File: config.mk
export PLATFORM = sky130hd
export DESIGN_NAME = radix_integer_to_ascii
export DESIGN_NICKNAME = d
export VERILOG_FILES = /design/src/rit_pkg.sv /design/src/rit_ram.sv /design/src/rit_front.sv /design/src/rit_queue.sv /design/src/rit_back.sv /design/src/radix_integer_to_ascii.sv
export SDC_FILE = /design/constraint.sdc
export NUM_CORES = 1
export LEC_CHECK = 0
export BUFFER_PORTS_ARGS = -buffer_cell sky130_fd_sc_hd__buf_2
export CAP_MARGIN = 30
export CORE_MARGIN = 4
export CORE_UTILIZATION = 45
export DETAILED_ROUTE_END_ITERATION = 10
export PLACE_DENSITY = 0.76
export SYNTH_ARGS = -nofsm -noshare
export SYNTH_HDL_FRONTEND = slang
export SYNTH_HIERARCHICAL = 1
export SYNTH_SLANG_ARGS = --single-unit
File: constraint.sdc
create_clock -name clk -period 12.23 [get_ports clk]
set_clock_uncertainty 0.05 [all_clocks]
set_input_delay 2.446 -clock clk [delete_from_list [all_inputs] [get_ports clk]]
set_output_delay 2.446 -clock clk [all_outputs]
set_load 0.005 [all_outputs]
File: src/rit_pkg.sv
// Shared types, constants and helper functions for the radix integer-to-ASCII block.
package rit_pkg;

    // Number format
    localparam int VALUE_WIDTH = 64;
    localparam int MAX_RADIX   = 16;
    localparam int RADIX_W     = 5;
    localparam int DIGIT_W     = 4;
    localparam int CHAR_W      = 8;
    localparam int ALPHA_W     = 64;

    // Divider: bits of the dividend retired per cycle
    localparam int STEP_BITS  = 8;
    localparam int STEP_COUNT = (VALUE_WIDTH + STEP_BITS - 1) / STEP_BITS;
    localparam int STEP_W     = (STEP_COUNT > 1) ? $clog2(STEP_COUNT) : 1;
    localparam int WORK_W     = STEP_COUNT * STEP_BITS;

    // Digit store
    localparam int STORE_DEPTH = 64;
    localparam int ADDR_W      = $clog2(STORE_DEPTH);
    localparam int COUNT_W     = $clog2(STORE_DEPTH + 1);

    // Configuration port
    localparam int CFG_INDEX_W = 2;

    localparam logic [RADIX_W-1:0] RESET_RADIX      = RADIX_W'(10);
    localparam logic [ALPHA_W-1:0] RESET_ALPHA_LOW  = 64'h3736353433323130;
    localparam logic [ALPHA_W-1:0] RESET_ALPHA_HIGH = 64'h6665646362613938;

    typedef enum logic [CFG_INDEX_W-1:0] {
        CFG_RADIX      = 2'd0,
        CFG_ALPHA_LOW  = 2'd1,
        CFG_ALPHA_HIGH = 2'd2
    } cfg_index_t;

    typedef enum logic [0:0] {
        OP_UNSIGNED = 1'b0,
        OP_SIGNED   = 1'b1
    } opcode_t;

    typedef enum logic [1:0] {
        BK_IDLE,
        BK_DIVIDE,
        BK_EMIT_RD,
        BK_EMIT_LOAD
    } bk_state_t;

    typedef struct packed {
        logic [63:0] value;
        logic        opcode;
    } in_word_t;

    typedef struct packed {
        logic [CHAR_W-1:0] digit_char;
        logic              minus_before;
        logic              last;
    } out_word_t;

    // Classified job handed from front to back
    typedef struct packed {
        logic [VALUE_WIDTH-1:0] magnitude;
        logic                   negative;
    } job_t;

    // Clamp the radix register into 2..MAX_RADIX
    function automatic logic [RADIX_W-1:0] clamp_radix(input logic [RADIX_W-1:0] r);
        logic [RADIX_W-1:0] res;
        res = r;
        if (r < RADIX_W'(2))
            res = RADIX_W'(2);
        else if (r > RADIX_W'(MAX_RADIX))
            res = RADIX_W'(MAX_RADIX);
        return res;
    endfunction

    // Map a digit value through the two alphabet registers
    function automatic logic [CHAR_W-1:0] digit_to_char(
        input logic [DIGIT_W-1:0] d,
        input logic [ALPHA_W-1:0] lo,
        input logic [ALPHA_W-1:0] hi
    );
        logic [CHAR_W-1:0] c;
        if (d[DIGIT_W-1] == 1'b0)
            c = lo[{d[DIGIT_W-2:0], 3'b000} +: CHAR_W];
        else
            c = hi[{d[DIGIT_W-2:0], 3'b000} +: CHAR_W];
        return c;
    endfunction

endpackage

File: src/rit_ram.sv
// Generic single-write, single-read RAM with registered read data.
module rit_ram #(
    parameter int WIDTH = 4,
    parameter int DEPTH = 64
) (
    input  logic                     clk,
    input  logic                     we,
    input  logic [$clog2(DEPTH)-1:0] waddr,
    input  logic [WIDTH-1:0]         wdata,
    input  logic [$clog2(DEPTH)-1:0] raddr,
    output logic [WIDTH-1:0]         rdata
);

    logic [WIDTH-1:0] mem [DEPTH];
    logic [WIDTH-1:0] rdata_reg;

    // Write port and registered read port
    always_ff @(posedge clk)
    begin
        if (we)
        begin
            mem[waddr] <= wdata;
        end
        rdata_reg <= mem[raddr];
    end

    assign rdata = rdata_reg;

endmodule

File: src/rit_front.sv
// Front end: accepts input words and classifies them into sign and magnitude.
module rit_front
    import rit_pkg::*;
(
    input  logic     in_valid,
    input  in_word_t in_word,
    input  logic     queue_full,
    output logic     in_stall,
    output logic     push,
    output job_t     job
);

    logic [VALUE_WIDTH-1:0] raw;
    logic                   negative;

    // Take the low bits and test the sign under a signed reading
    assign raw      = in_word.value[VALUE_WIDTH-1:0];
    assign negative = (in_word.opcode == OP_SIGNED) && raw[VALUE_WIDTH-1];

    // Negate modulo 2^VALUE_WIDTH; the most negative value maps to itself
    assign job.magnitude = negative ? (~raw + VALUE_WIDTH'(1)) : raw;
    assign job.negative  = negative;

    // Hold off the source while the queue is full
    assign in_stall = queue_full;
    assign push     = in_valid && !queue_full;

endmodule

File: src/rit_queue.sv
// Two-entry job queue between the front end and the back end.
module rit_queue
    import rit_pkg::*;
(
    input  logic clk,
    input  logic rst_n,
    input  logic push,
    input  job_t push_job,
    input  logic pop,
    output logic full,
    output logic head_valid,
    output job_t head_job
);

    job_t       slot_reg [2];
    logic       wr_ptr_reg, wr_ptr_next;
    logic       rd_ptr_reg, rd_ptr_next;
    logic [1:0] fill_reg,   fill_next;

    // Advance pointers and fill level
    always_comb
    begin
        wr_ptr_next = wr_ptr_reg;
        rd_ptr_next = rd_ptr_reg;
        fill_next   = fill_reg;
        if (push)
        begin
            wr_ptr_next = ~wr_ptr_reg;
        end
        if (pop)
        begin
            rd_ptr_next = ~rd_ptr_reg;
        end
        if (push && !pop)
            fill_next = fill_reg + 2'd1;
        else if (pop && !push)
            fill_next = fill_reg - 2'd1;
    end

    always_ff @(posedge clk or negedge rst_n)
    begin
        if (!rst_n)
        begin
            wr_ptr_reg <= 1'b0;
            rd_ptr_reg <= 1'b0;
            fill_reg   <= 2'd0;
        end
        else
        begin
            wr_ptr_reg <= wr_ptr_next;
            rd_ptr_reg <= rd_ptr_next;
            fill_reg   <= fill_next;
        end
    end

    // Store the pushed job
    always_ff @(posedge clk)
    begin
        if (push)
        begin
            slot_reg[wr_ptr_reg] <= push_job;
        end
    end

    assign full       = (fill_reg == 2'd2);
    assign head_valid = (fill_reg != 2'd0);
    assign head_job   = slot_reg[rd_ptr_reg];

endmodule

File: src/rit_back.sv
// Back end: divides out the digits, stores them, and emits characters most significant first.
module rit_back
    import rit_pkg::*;
(
    input  logic               clk,
    input  logic               rst_n,
    input  logic               job_valid,
    input  job_t               job,
    output logic               job_pop,
    input  logic [RADIX_W-1:0] radix_eff,
    input  logic [ALPHA_W-1:0] alpha_low,
    input  logic [ALPHA_W-1:0] alpha_high,
    output logic               out_valid,
    input  logic               out_stall,
    output out_word_t          out_word
);

    localparam logic [STEP_W-1:0]  STEP_LAST = STEP_W'(STEP_COUNT - 1);
    localparam logic [COUNT_W-1:0] COUNT_MAX = COUNT_W'(STORE_DEPTH);

    bk_state_t            state_reg, state_next;
    logic [WORK_W-1:0]    work_reg,  work_next;
    logic [DIGIT_W-1:0]   rem_reg,   rem_next;
    logic [STEP_W-1:0]    step_reg,  step_next;
    logic [COUNT_W-1:0]   count_reg, count_next;
    logic [COUNT_W-1:0]   idx_reg,   idx_next;
    logic                 neg_reg,   neg_next;
    logic                 out_valid_reg, out_valid_next;
    out_word_t            out_word_reg,  out_word_next;

    logic [WORK_W-1:0]    work_after;
    logic [DIGIT_W-1:0]   rem_after;
    logic                 digit_done;
    logic                 digits_over;
    logic [COUNT_W-1:0]   count_plus;
    logic                 out_free;

    logic                 ram_we;
    logic [ADDR_W-1:0]    ram_waddr;
    logic [ADDR_W-1:0]    ram_raddr;
    logic [DIGIT_W-1:0]   ram_rdata;

    // Restoring division over STEP_BITS dividend bits
    always_comb
    begin
        logic [DIGIT_W-1:0]   r_v;
        logic [DIGIT_W:0]     t_v;
        logic [STEP_BITS-1:0] q_v;
        r_v = rem_reg;
        q_v = '0;
        for (int k = 0; k < STEP_BITS; k++)
        begin
            t_v = {r_v, work_reg[WORK_W-1-k]};
            if (t_v >= (DIGIT_W+1)'(radix_eff))
            begin
                q_v[STEP_BITS-1-k] = 1'b1;
                r_v = DIGIT_W'(t_v - (DIGIT_W+1)'(radix_eff));
            end
            else
            begin
                r_v = t_v[DIGIT_W-1:0];
            end
        end
        rem_after  = r_v;
        work_after = (work_reg << STEP_BITS) | WORK_W'(q_v);
    end

    assign count_plus  = count_reg + COUNT_W'(1);
    assign digit_done  = (step_reg == STEP_LAST);
    assign digits_over = (work_after == '0) || (count_plus == COUNT_MAX);
    assign out_free    = !out_valid_reg || !out_stall;

    // Next state
    always_comb
    begin
        state_next = state_reg;
        unique case (state_reg)
            BK_IDLE:
            begin
                if (job_valid)
                    state_next = BK_DIVIDE;
            end
            BK_DIVIDE:
            begin
                if (digit_done && digits_over)
                    state_next = BK_EMIT_RD;
            end
            BK_EMIT_RD:
            begin
                if (out_free)
                    state_next = BK_EMIT_LOAD;
            end
            BK_EMIT_LOAD:
            begin
                if (idx_reg == COUNT_W'(1))
                    state_next = BK_IDLE;
                else
                    state_next = BK_EMIT_RD;
            end
            default:
            begin
                state_next = BK_IDLE;
            end
        endcase
    end

    // Datapath and outputs
    always_comb
    begin
        work_next      = work_reg;
        rem_next       = rem_reg;
        step_next      = step_reg;
        count_next     = count_reg;
        idx_next       = idx_reg;
        neg_next       = neg_reg;
        out_word_next  = out_word_reg;
        out_valid_next = out_valid_reg;
        job_pop        = 1'b0;
        ram_we         = 1'b0;
        ram_waddr      = count_reg[ADDR_W-1:0];

        // Drop the output word once taken
        if (out_valid_reg && !out_stall)
            out_valid_next = 1'b0;

        unique case (state_reg)
            BK_IDLE:
            begin
                if (job_valid)
                begin
                    job_pop    = 1'b1;
                    work_next  = WORK_W'(job.magnitude);
                    neg_next   = job.negative;
                    rem_next   = '0;
                    step_next  = '0;
                    count_next = '0;
                end
            end
            BK_DIVIDE:
            begin
                work_next = work_after;
                if (digit_done)
                begin
                    ram_we     = 1'b1;
                    count_next = count_plus;
                    idx_next   = count_plus;
                    rem_next   = '0;
                    step_next  = '0;
                end
                else
                begin
                    rem_next  = rem_after;
                    step_next = step_reg + STEP_W'(1);
                end
            end
            BK_EMIT_RD:
            begin
            end
            BK_EMIT_LOAD:
            begin
                out_word_next.digit_char   = digit_to_char(ram_rdata, alpha_low, alpha_high);
                out_word_next.minus_before = neg_reg && (idx_reg == count_reg);
                out_word_next.last         = (idx_reg == COUNT_W'(1));
                out_valid_next             = 1'b1;
                idx_next                   = idx_reg - COUNT_W'(1);
            end
            default:
            begin
            end
        endcase
    end

    // Read the stored digit for the current emit position
    assign ram_raddr = ADDR_W'(idx_reg - COUNT_W'(1));

    rit_ram #(
        .WIDTH (DIGIT_W),
        .DEPTH (STORE_DEPTH)
    ) u_store (
        .clk   (clk),
        .we    (ram_we),
        .waddr (ram_waddr),
        .wdata (rem_after),
        .raddr (ram_raddr),
        .rdata (ram_rdata)
    );

    always_ff @(posedge clk or negedge rst_n)
    begin
        if (!rst_n)
        begin
            state_reg     <= BK_IDLE;
            step_reg      <= '0;
            count_reg     <= '0;
            idx_reg       <= '0;
            neg_reg       <= 1'b0;
            out_valid_reg <= 1'b0;
        end
        else
        begin
            state_reg     <= state_next;
            step_reg      <= step_next;
            count_reg     <= count_next;
            idx_reg       <= idx_next;
            neg_reg       <= neg_next;
            out_valid_reg <= out_valid_next;
        end
    end

    always_ff @(posedge clk)
    begin
        work_reg     <= work_next;
        rem_reg      <= rem_next;
        out_word_reg <= out_word_next;
    end

    assign out_valid = out_valid_reg;
    assign out_word  = out_word_reg;

endmodule

File: src/radix_integer_to_ascii.sv
// Top level of the radix integer-to-ASCII converter.
// Converts a 64-bit value (unsigned or two's complement signed, by opcode) into
// digit characters in the configured radix (2 to 16, clamped), most significant
// first, one output word per digit, with last on the final digit and
// minus_before on the first digit of a negative number. The divider retires 8
// dividend bits per cycle to divide out each digit, and the stored digits are
// then read back from the digit store and presented while the output is free.
// A two-entry queue lets up to two further input words be accepted while one
// is converted. Configuration writes are always ready and must be issued only
// while idle.
module radix_integer_to_ascii
    import rit_pkg::*;
(
    input  logic                   clk,
    input  logic                   rst_n,
    input  logic                   in_valid,
    output logic                   in_stall,
    input  in_word_t               in_word,
    output logic                   out_valid,
    input  logic                   out_stall,
    output out_word_t              out_word,
    input  logic                   cfg_valid,
    output logic                   cfg_ready,
    input  logic [CFG_INDEX_W-1:0] cfg_index,
    input  logic [63:0]            cfg_data
);

    logic [RADIX_W-1:0] radix_reg,      radix_next;
    logic [ALPHA_W-1:0] alpha_low_reg,  alpha_low_next;
    logic [ALPHA_W-1:0] alpha_high_reg, alpha_high_next;

    logic queue_full;
    logic push;
    job_t front_job;
    logic head_valid;
    job_t head_job;
    logic pop;

    // Decode configuration writes
    assign cfg_ready = 1'b1;

    always_comb
    begin
        radix_next      = radix_reg;
        alpha_low_next  = alpha_low_reg;
        alpha_high_next = alpha_high_reg;
        if (cfg_valid && cfg_ready)
        begin
            unique case (cfg_index)
                CFG_RADIX:      radix_next      = cfg_data[RADIX_W-1:0];
                CFG_ALPHA_LOW:  alpha_low_next  = cfg_data;
                CFG_ALPHA_HIGH: alpha_high_next = cfg_data;
                default:
                begin
                end
            endcase
        end
    end

    always_ff @(posedge clk or negedge rst_n)
    begin
        if (!rst_n)
        begin
            radix_reg      <= RESET_RADIX;
            alpha_low_reg  <= RESET_ALPHA_LOW;
            alpha_high_reg <= RESET_ALPHA_HIGH;
        end
        else
        begin
            radix_reg      <= radix_next;
            alpha_low_reg  <= alpha_low_next;
            alpha_high_reg <= alpha_high_next;
        end
    end

    rit_front u_front (
        .in_valid   (in_valid),
        .in_word    (in_word),
        .queue_full (queue_full),
        .in_stall   (in_stall),
        .push       (push),
        .job        (front_job)
    );

    rit_queue u_queue (
        .clk        (clk),
        .rst_n      (rst_n),
        .push       (push),
        .push_job   (front_job),
        .pop        (pop),
        .full       (queue_full),
        .head_valid (head_valid),
        .head_job   (head_job)
    );

    rit_back u_back (
        .clk        (clk),
        .rst_n      (rst_n),
        .job_valid  (head_valid),
        .job        (head_job),
        .job_pop    (pop),
        .radix_eff  (clamp_radix(radix_reg)),
        .alpha_low  (alpha_low_reg),
        .alpha_high (alpha_high_reg),
        .out_valid  (out_valid),
        .out_stall  (out_stall),
        .out_word   (out_word)
    );

endmodule

## Word level (Yosys, flattened, before mapping)

Memory sizes are Yosys's and may differ from the RTL's. A register that Yosys moved wholly into a read port is not among the register bits.
Index checks and enable logic that the tools add are counted.

- Bits in registers: 236
- Memory bits (writable): 386
- Logic and storage cells: 142
- Memories kept: 2

Memory list:

| memory | depth | width | rd ports | clocked after Yosys merged registers in | wr ports | line | RTL |
|---|---|---|---|---|---|---|---|
| u_back.u_store.mem | 64 | 4 | 1 | 1 | 1 | rit_ram.sv:14 | `logic [WIDTH-1:0] mem [DEPTH];` |
| u_queue.slot_reg | 2 | 65 | 1 | 0 | 1 | rit_queue.sv:15 | `job_t slot_reg [2];` |

- Add/subtract/negate cells: 14
- $lt $le $gt $ge: 10
- Equality and inequality tests: 14
- Shifts and indexed selects: 2
- Muxes and demuxes: 49
- Bitwise operators: 4
- Reduce and logical (&&, ||, !) cells: 30

Operators by type and width:

| kind | count |
|---|---|
| 64-bit 2-to-1 mux | 2 |
| 64-bit case mux with 2 select lines | 1 |
| 64-bit by 7-bit indexed part select with 8-bit output | 2 |
| 64-bit by 1-bit adder with 64-bit output, second input constant | 1 |
| 64-bit logical NOT | 1 |
| 64-bit NOT | 1 |
| 64-bit by 8-bit OR with 64-bit output | 1 |
| 5-bit greater-or-equal comparator | 8 |
| 4-bit 2-to-1 mux | 10 |
| 4-bit subtractor | 8 |
| 7-bit case mux with 2 select lines | 2 |
| 1-bit 2-to-1 mux | 18 |
| 7-bit 2-to-1 mux | 2 |
| 2-bit 2-to-1 mux | 6 |
| 2-bit AND reduction | 6 |
| 5-bit 2-to-1 mux | 2 |
| 2-bit nonzero test | 5 |
| 2-bit equality test, second input constant | 4 |
| 8-bit 2-to-1 mux | 1 |
| 2-bit case mux with 4 select lines | 1 |
| 4-bit case mux with 2 select lines | 1 |
| 7-bit by 1-bit adder with 7-bit output, second input constant | 1 |
| 7-bit by 1-bit equality test with 1-bit output, second input constant | 1 |
| 7-bit equality test | 1 |
| other kinds (19) | 37 |

## Longest topological paths before layout

Gate-level depths: netlist of run 1.

- Word-level depth: 25
- Mapped depth: 52
- Mapped depth without buffers: 51

## Cells and area by module

The synthesis of run 1 kept the hierarchy.

Modules (own cells, without submodules):

| module | times used | cells each | area an instance (µm²) | seq. area each (µm²) |
|---|---|---|---|---|
| rit_ram | 1 | 521 | 10407.5 | 7767.4 |
| rit_back | 1 | 608 | 7295.7 | 2867.8 |
| radix_integer_to_ascii | 1 | 292 | 5580.4 | 3400.8 |
| rit_queue | 1 | 218 | 5041.1 | 4003.8 |
| rit_front | 1 | 245 | 1604.0 | 0.0 |

## Worst setup path before layout of run 1

Ideal clock, no wire load.

- Path kind: register to register
- From: register radix_reg[1]
- To: memory u_back.u_store.mem[0][2], data pin
- Arrival: 12356 ps
- Data required time: 11631 ps
- Slack: -724 ps
- Cell stages (with the launch flop): 48
- Period minus slack after synthesis: 12954 ps
- Cells stage by stage: dfstp_2 > o21ba_2 > nor2_1 > inv_1 > ha_1 > nand2_1 > o21ai_1 > a21bo_2 > mux2_4 > ha_1 > nand2_1 > o21ai_0 > a21bo_2 > clkbuf_1 > mux2_2 > ha_1 > and2_1 > a21bo_2 > [... 12 more ...] > inv_1 > ha_1 > a21o_1 > a31oi_1 > o21ai_2 > mux2i_1 > ha_1 > a21o_1 > a31oi_1 > o21ai_2 > o21ai_1 > inv_1 > ha_1 > a21o_1 > a31oi_1 > o21a_1 > nor2_1 > a21oi_1

- Cells in the longest elaborated chain, start to end: 19
- Elaborated cells on any way between the ends: 28
- Those cells by class: add/sub: 8; order compare: 10; mux: 10

RTL lines:

| item | line | RTL |
|---|---|---|
| start: declaration | radix_integer_to_ascii.sv:28 | `logic [RADIX_W-1:0] radix_reg, radix_next;` |
| start signal: assignment | radix_integer_to_ascii.sv:70 | `radix_reg <= radix_next;` |
| 5-bit greater-than comparator | rit_pkg.sv:71 | `else if (r > RADIX_W'(MAX_RADIX))` |
| 5-bit 2-to-1 mux | rit_pkg.sv:71 |  |
| 5-bit 2-to-1 mux (*) | rit_pkg.sv:69 | `if (r < RADIX_W'(2))` |
| 4-bit subtractor or 5-bit greater-or-equal comparator (tied branches) | rit_back.sv:57, rit_back.sv:54 |  |
| 4-bit 2-to-1 mux | rit_back.sv:54 | `if (t_v >= (DIGIT_W+1)'(radix_eff))` |
| 4-bit subtractor or 5-bit greater-or-equal comparator (tied branches) | rit_back.sv:57, rit_back.sv:54 |  |
| 4-bit 2-to-1 mux | rit_back.sv:54 |  |
| 4-bit subtractor or 5-bit greater-or-equal comparator (tied branches) | rit_back.sv:57, rit_back.sv:54 |  |
| [... 4 more ...] | - |  |
| 4-bit 2-to-1 mux | rit_back.sv:54 |  |
| 4-bit subtractor or 5-bit greater-or-equal comparator (tied branches) | rit_back.sv:57, rit_back.sv:54 |  |
| 4-bit 2-to-1 mux | rit_back.sv:54 |  |
| 5-bit greater-or-equal comparator or 4-bit subtractor (tied branches) | rit_back.sv:54, rit_back.sv:57 |  |
| 4-bit 2-to-1 mux | rit_back.sv:54 |  |
| 4-bit subtractor or 5-bit greater-or-equal comparator (tied branches) | rit_back.sv:57, rit_back.sv:54 |  |
| 4-bit 2-to-1 mux (*) | rit_back.sv:54 |  |
| named net u_back.rem_after[2] | rit_back.sv:32 | `logic [DIGIT_W-1:0] rem_after;` |
| end: declaration | rit_ram.sv:14 |  |

The timed path passes the listed nets; every way through them passes the cells marked *.

## Worst setup path after layout of run 1

- From: register radix_reg[3]
- To: memory u_back.u_store.mem[25][1], data pin

- Cells in the longest elaborated chain, start to end: 19
- Elaborated cells on any way between the ends: 28
- Those cells by class: add/sub: 8; order compare: 10; mux: 10

RTL lines:

| item | line |
|---|---|
| 5-bit greater-than comparator | rit_pkg.sv:71 |
| 5-bit 2-to-1 mux | rit_pkg.sv:71 |
| 5-bit 2-to-1 mux (*) | rit_pkg.sv:69 |
| 4-bit subtractor or 5-bit greater-or-equal comparator (tied branches) | rit_back.sv:57, rit_back.sv:54 |
| 4-bit 2-to-1 mux | rit_back.sv:54 |
| 4-bit subtractor or 5-bit greater-or-equal comparator (tied branches) | rit_back.sv:57, rit_back.sv:54 |
| 4-bit 2-to-1 mux | rit_back.sv:54 |
| 4-bit subtractor or 5-bit greater-or-equal comparator (tied branches) | rit_back.sv:57, rit_back.sv:54 |
| [... 3 more ...] | - |
| 5-bit greater-or-equal comparator or 4-bit subtractor (tied branches) | rit_back.sv:54, rit_back.sv:57 |
| 4-bit 2-to-1 mux | rit_back.sv:54 |
| 4-bit subtractor or 5-bit greater-or-equal comparator (tied branches) | rit_back.sv:57, rit_back.sv:54 |
| 4-bit 2-to-1 mux | rit_back.sv:54 |
| 5-bit greater-or-equal comparator or 4-bit subtractor (tied branches) | rit_back.sv:54, rit_back.sv:57 |
| 4-bit 2-to-1 mux | rit_back.sv:54 |
| 4-bit subtractor or 5-bit greater-or-equal comparator (tied branches) | rit_back.sv:57, rit_back.sv:54 |
| 4-bit 2-to-1 mux (*) | rit_back.sv:54 |

Mark *: on every way between the ends. The rest lies on a longest branch, timed or not.

==> flow_summary.yaml, run 1 <==
outcome:
  outcome: "finished, final reports clean"
finish:
  largest_reg_flops: 256
  drive_above_1_share_pct: 34.8
  final_cell_area_mm2: 0.0337
  n_fill_cell: 5298
  area_growth_pct: 12.6
  antenna_cells: 0
  nets: 2233
synth:
  synth.yosys.seq_area_share_pct: 60.3
  yosys_warnings: 6
  synth_edf_count: 464
  synthArstFlopShare_pct: 25.2
  yosysUniqueCellTypes: 80
  yosys-top-cells-area: "edfxtp_1 (47%), dfrtp_1 (8.4%), mux2_4 (8.1%)"
  yosysMostFrequentCell: "edfxtp_1"
  avgSynthCellArea_um2: 15.9
  syn-num-nets: 2075
  syn_area_mm2: 0.0299
  synth_flop_cell: "edfxtp_1"
  synth_top_area_cell: "edfxtp_1"
  netlist.area_leader.share_pct: 46.6
  ys_top_cells_by_count: "edfxtp_1 (464), mux2_4 (161), nor2_1 (126), mux2_2 (109), dfrtp_1 (100)"
  synth-seq-cells: 626
  synthCells: 1884
floorplan:
  die_w_um: 266
  rows: 94
  io-pin-count: 149
  start_util_pct: 45.4
  dieArea_mm2: 0.0707
  core_mm2: 0.0659
  die_h_um: 266
clock_network:
  insertion_delay_ps: 630
  cts_inserted_buffers: 61
  clk_path_buf_depth: 3
  hold_buffers: 0
  cts_sinks: 626
  cts_tree: "yes"
  clkTransAtPathRegs_ps: 60
  h-tree-depth: 2
  root_buffer: "clkbuf_16"
sta:
  hold_viol_final: 0
  fmax_ghz: 0.0862
  slew_headroom_pct: 32.3
  worst_pin_slew_ps: 1010
  finalCriticalPeriod_ps: 11590
  final_max_slew_viol_count: 0
  setup_violations: 0
  finalCritPeriodShare_pct: 94.8
detailed_routing:
  vias_per_cell: 5.84
  dr.pass1.iters: 5
  routed_wl_um: 66300
  postRouteAntennaNets: 0
  drc: 0
  vias: 17287
  routedWlPerCell_um: 22.4
  drt_iter0_markers: 1638
critical_path:
  reg2reg_slack_ps: 640
  rr_endpoint: "u_back/u_store/mem[25][1]"
  crit_path_end_kind: "register"
  worstSetupPathType: "register to register"
  cp.buffers_inverters: 5
  arrival_ps: 11870
  cp-start-kind: "register"
  crit_top_cell: "ha_1"
  crit_family: "compound AO/OA/AOI/OAI gates"
  cp_max_fo: 32
  crit_required_ps: 12500
  reg2reg_depth: 47
  slowest_stage: "dfstp_2"
  rr_startpoint: "radix_reg[3]"
  cpPeakStageDelay_ps: 550
global_route:
  grt_pass1_vias: 17589
  grt_start_max_net_pins: 91
  grt_pass1_wl_um: 103000
  grtUsageTotal_pct: 18.3
  antenna_found_initial: 4
  grt_overflow: 0
placement:
  placed_area_mm2: 0.0315
  gp_congestion: 0.904
  dp_hpwl_um: 44400
  port_buffers: 147
worst_hold_path:
  min_path_cells: 1
  worstHoldStart: "u_queue/fill_reg[1]"
  whs_endpoint: "u_queue/fill_reg[1]"
  min_path_type: "register to register"
run:
  max_cap_viol_count: 0
-- worst max-delay path by stage --
| stage | slack [ps] | start | end | cells after the start |
|---|---|---|---|---|
| after floorplan | 120 | radix_reg[1] | u_back/u_store/mem[0][2] | 47 |
| after global placement | 440 | radix_reg[2] | u_back/rem_reg[1] | 48 |
| after detailed placement | -150 | radix_reg[2] | u_back/u_store/mem[13][1] | 47 |
| after CTS | 4 | radix_reg[2] | u_back/u_store/mem[36][3] | 49 |
| after global routing | -1 | radix_reg[3] | u_back/u_store/mem[59][1] | 50 |
| final | 640 | radix_reg[3] | u_back/u_store/mem[25][1] | 47 |
-- layer usage --
layer | share of wire, % | global-route usage (%) | up-vias
li1 | - | - | 7628
met1 | 42 | 24.9 | 8819
met2 | 50 | 30.9 | 715
met3 | 6.1 | 2.78 | 121
met4 | 2.3 | 4.89 | 4
met5 | 0.035 | 0 | -
-- final cells by class --
type / count / area [um2] / area share (%)
well taps: 864 / 1080 / 3.21
flip-flops and latches: 626 / 18000 / 53.5
inverters: 48 / 181 / 0.538
clock buffers: 80 / 1670 / 4.95
clock inverters: 36 / 407 / 1.21
repair buffers: 180 / 1060 / 3.15
multi-input cells: 1125 / 11300 / 33.4
-- placed cells by master (no fill, tap or decap), drive strengths merged, types with 7 or more instances in the layout --
master and count:
o21ai 41, o22ai 7, clkbuf 80, a211oi 9, inv 47, nor3 29, o221ai 7, dfstp 58
o31ai 15, a22oi 9, mux2 271, clkinv 25, bufinv 8, fa 8, nand3b 7, nand4 14
dfrtp 100, nand2 59, and2 7, a31oi 18, nor2b 19, o41ai 7, or3 9, ha 47
xor2 46, nor2 126, nand3 20, nand2b 16, nor4 31, edfxtp 464, a21oi 59, xnor2 51
a21o 13, mux4 105, mux2i 11, buf 180
-- what timing repair did --
| item | CTS | global route |
|---|---|---|
| endpoints found under the setup margin | 65 | 263 |
| cloned | 0 | 1 |
| hold endpoints to repair | 0 | 0 |
| pin swaps | 0 | 2 |
| buffers inserted | 0 | 3 |
| resized for setup | 1 | 22 |
-- stage by stage --
step	worst slack [ps]	util, %	hold slack (ps)	instances	TNS [ps]
2_1_floorplan	121	-	397	1884	0
3_3_place_gp	436	47.7	416	2836	0
3_5_place_dp	-148	47.8	418	2839	-9260
4_1_cts	3.84	51.0	431	2955	0
5_1_grt	-1.18	51.2	461	2959	-1.18
6_report	636	51.2	432	2959	0
-- cell families (layout without fill, tap and decap cells) --
kind of cell	count (synthesis)	after routing	share of synthesized area, %
flops	626	626	60.3
mux	386	387	20.7
simple gates	367	367	6.22
compound gates	218	218	4.86
buf+inv	134	344	2.60
xor+xnor	97	97	2.84
fa+ha+maj	55	55	2.50
other cells	1	1	0.0125
Power of run 1 is not shown: default switching activity piles up to over one toggle a cycle in this logic, so the estimate is an artifact.
==> inputs of run 2 (changes only) <==
--- a/config.mk
+++ b/config.mk
@@ -7,10 +7,8 @@
 export LEC_CHECK = 0
 export BUFFER_PORTS_ARGS = -buffer_cell sky130_fd_sc_hd__buf_2
 export CAP_MARGIN = 30
-export CORE_MARGIN = 4
 export CORE_UTILIZATION = 45
 export DETAILED_ROUTE_END_ITERATION = 10
-export PLACE_DENSITY = 0.76
 export SYNTH_ARGS = -nofsm -noshare
 export SYNTH_HDL_FRONTEND = slang
 export SYNTH_HIERARCHICAL = 1
==> run 2 against run 1 <==
Against the previous run: hold slack gained 4.8 ps; critical path depth grew 1; first-iteration DRC count shrank 23%; fmax grew 2.4%; global-route usage grew 2.1 points; sequential share of layout area shrank 0.11 points; sequential cell count is the same.
==> flow_summary.yaml, run 2 (synthesis results as in run 1) <==
critical_path:
  crit_required_ps: 12500
  cpPeakStageDelay_ps: 540
  crit_path_end_kind: "register"
  cp.buffers_inverters: 7
  rr_endpoint: "u_back/u_store/mem[23][1]"
  rr_startpoint: "radix_reg[1]"
  crit_top_cell: "ha_1"
  reg2reg_depth: 48
  reg2reg_slack_ps: 910
  cp-start-kind: "register"
  slowest_stage: "dfstp_2"
  cp_max_fo: 56
  arrival_ps: 11590
  worstSetupPathType: "register to register"
  crit_family: "compound AO/OA/AOI/OAI gates"
sta:
  fin_setup_tns_ps: 0
  final_max_slew_viol_count: 0
  worst_pin_slew_ps: 994
  finalCriticalPeriod_ps: 11320
  finalCritPeriodShare_pct: 92.6
  fmax_ghz: 0.0883
  setup_violations: 0
  rsz0062_at_grt: "false"
  hold_viol_final: 0
  slew_headroom_pct: 32.9
finish:
  layout_common_cells: "edfxtp_1 (464), mux2_4 (161), buf_2 (146)"
  multi_input_area_mm2: 0.0112
  final_common_cell: "edfxtp_1"
  nets: 2244
  drive_above_1_share_pct: 35.3
  largest_reg_flops: 256
  regArea_mm2: 0.0180
  area_growth_pct: 12.8
  n_fill_cell: 5451
clock_network:
  cts_inserted_buffers: 66
  insertion_delay_ps: 590
  h-tree-depth: 3
  root_buffer: "clkbuf_16"
  cts_tree: "yes"
  clk_path_buf_depth: 3
  cts_sinks: 626
  clkTransAtPathRegs_ps: 60
detailed_routing:
  wl_met2_um: 33200
  drt_iter0_markers: 1268
  dr.pass1.iters: 5
  routed_wl_um: 67600
  routedWlPerCell_um: 22.7
  postRouteAntennaNets: 0
  drc: 0
  vias: 16883
  dr_wl_met3_um: 3250
  highest_layer: "met4"
  wl_met1_um: 29800
  vias_per_cell: 5.68
global_route:
  antenna_found_initial: 3
  grt_pass1_vias: 17771
  grtUsageTotal_pct: 20.4
  grt_overflow: 0
  grt_start_max_net_pins: 94
  grt_pass1_wl_um: 106000
worst_hold_path:
  whs_endpoint: "u_queue/fill_reg[1]"
  worstHoldStart: "u_queue/fill_reg[1]"
  min_path_cells: 1
  min_path_type: "register to register"
outcome:
  outcome: "finished, final reports clean"
floorplan:
  core_mm2: 0.0657
  io-pin-count: 149
  die_h_um: 260
  die_w_um: 260
  dieArea_mm2: 0.0675
  rows: 94
  start_util_pct: 45.5
placement:
  port_buffers: 147
  dp_hpwl_um: 45200
  gp_congestion: 0.856
run:
  max_cap_viol_count: 0
## run 2: layer usage
metal | track usage [%] | vias up
met5 | 0 | -
met3 | 3.14 | 100
met2 | 33.9 | 441
met4 | 5.70 | 0
li1 | - | 7647
met1 | 27.7 | 8695
## run 2: cell type report
| cell class | instances | area share, % |
|---|---|---|
| antenna | 3 | 0.0222 |
| clock buffer | 84 | 5.39 |
| clock inverter | 36 | 0.756 |
| inverter | 48 | 0.537 |
| multi-input combinational | 1124 | 33.2 |
| sequential | 626 | 53.4 |
| tap | 864 | 3.20 |
| timing repair buffer | 187 | 3.46 |
## run 2: how the worst max path moves through the flow
stage / from / to / slack (ps) / cells past startpoint
after floorplan: radix_reg[1] / u_back/u_store/mem[0][2] / 120 / 47
after global placement: radix_reg[3] / u_back/u_store/mem[16][1] / 440 / 47
after detailed placement: radix_reg[3] / u_back/u_store/mem[20][3] / 180 / 49
after CTS: radix_reg[3] / u_back/u_store/mem[45][3] / 110 / 49
after global routing: radix_reg[1] / u_back/u_store/mem[57][1] / 80 / 48
final: radix_reg[1] / u_back/u_store/mem[23][1] / 910 / 48
## run 2: per-stage QoR
step / util (%) / hold slack [ps] / instances / setup slack, ps / area, um2
after detailed placement: 47.9 / 433 / 2841 / 179 / 31500
final: 51.4 / 437 / 2972 / 909 / 33800
after global routing: 51.4 / 448 / 2972 / 77.7 / 33800
after floorplan: - / 397 / 1884 / 121 / 29900
after CTS: 51.1 / 444 / 2961 / 108 / 33600
after global placement: 47.8 / 419 / 2839 / 439 / 31500
## run 2: what timing repair did
action                                  4_1_cts  5_1_grt
buffers inserted                              0        4
hold buffers                                  0        0
endpoints found under the setup margin        0      262
gates resized for setup                       0       16
hold endpoints to repair                      0        0
Power of run 2 is left out for the same reason.
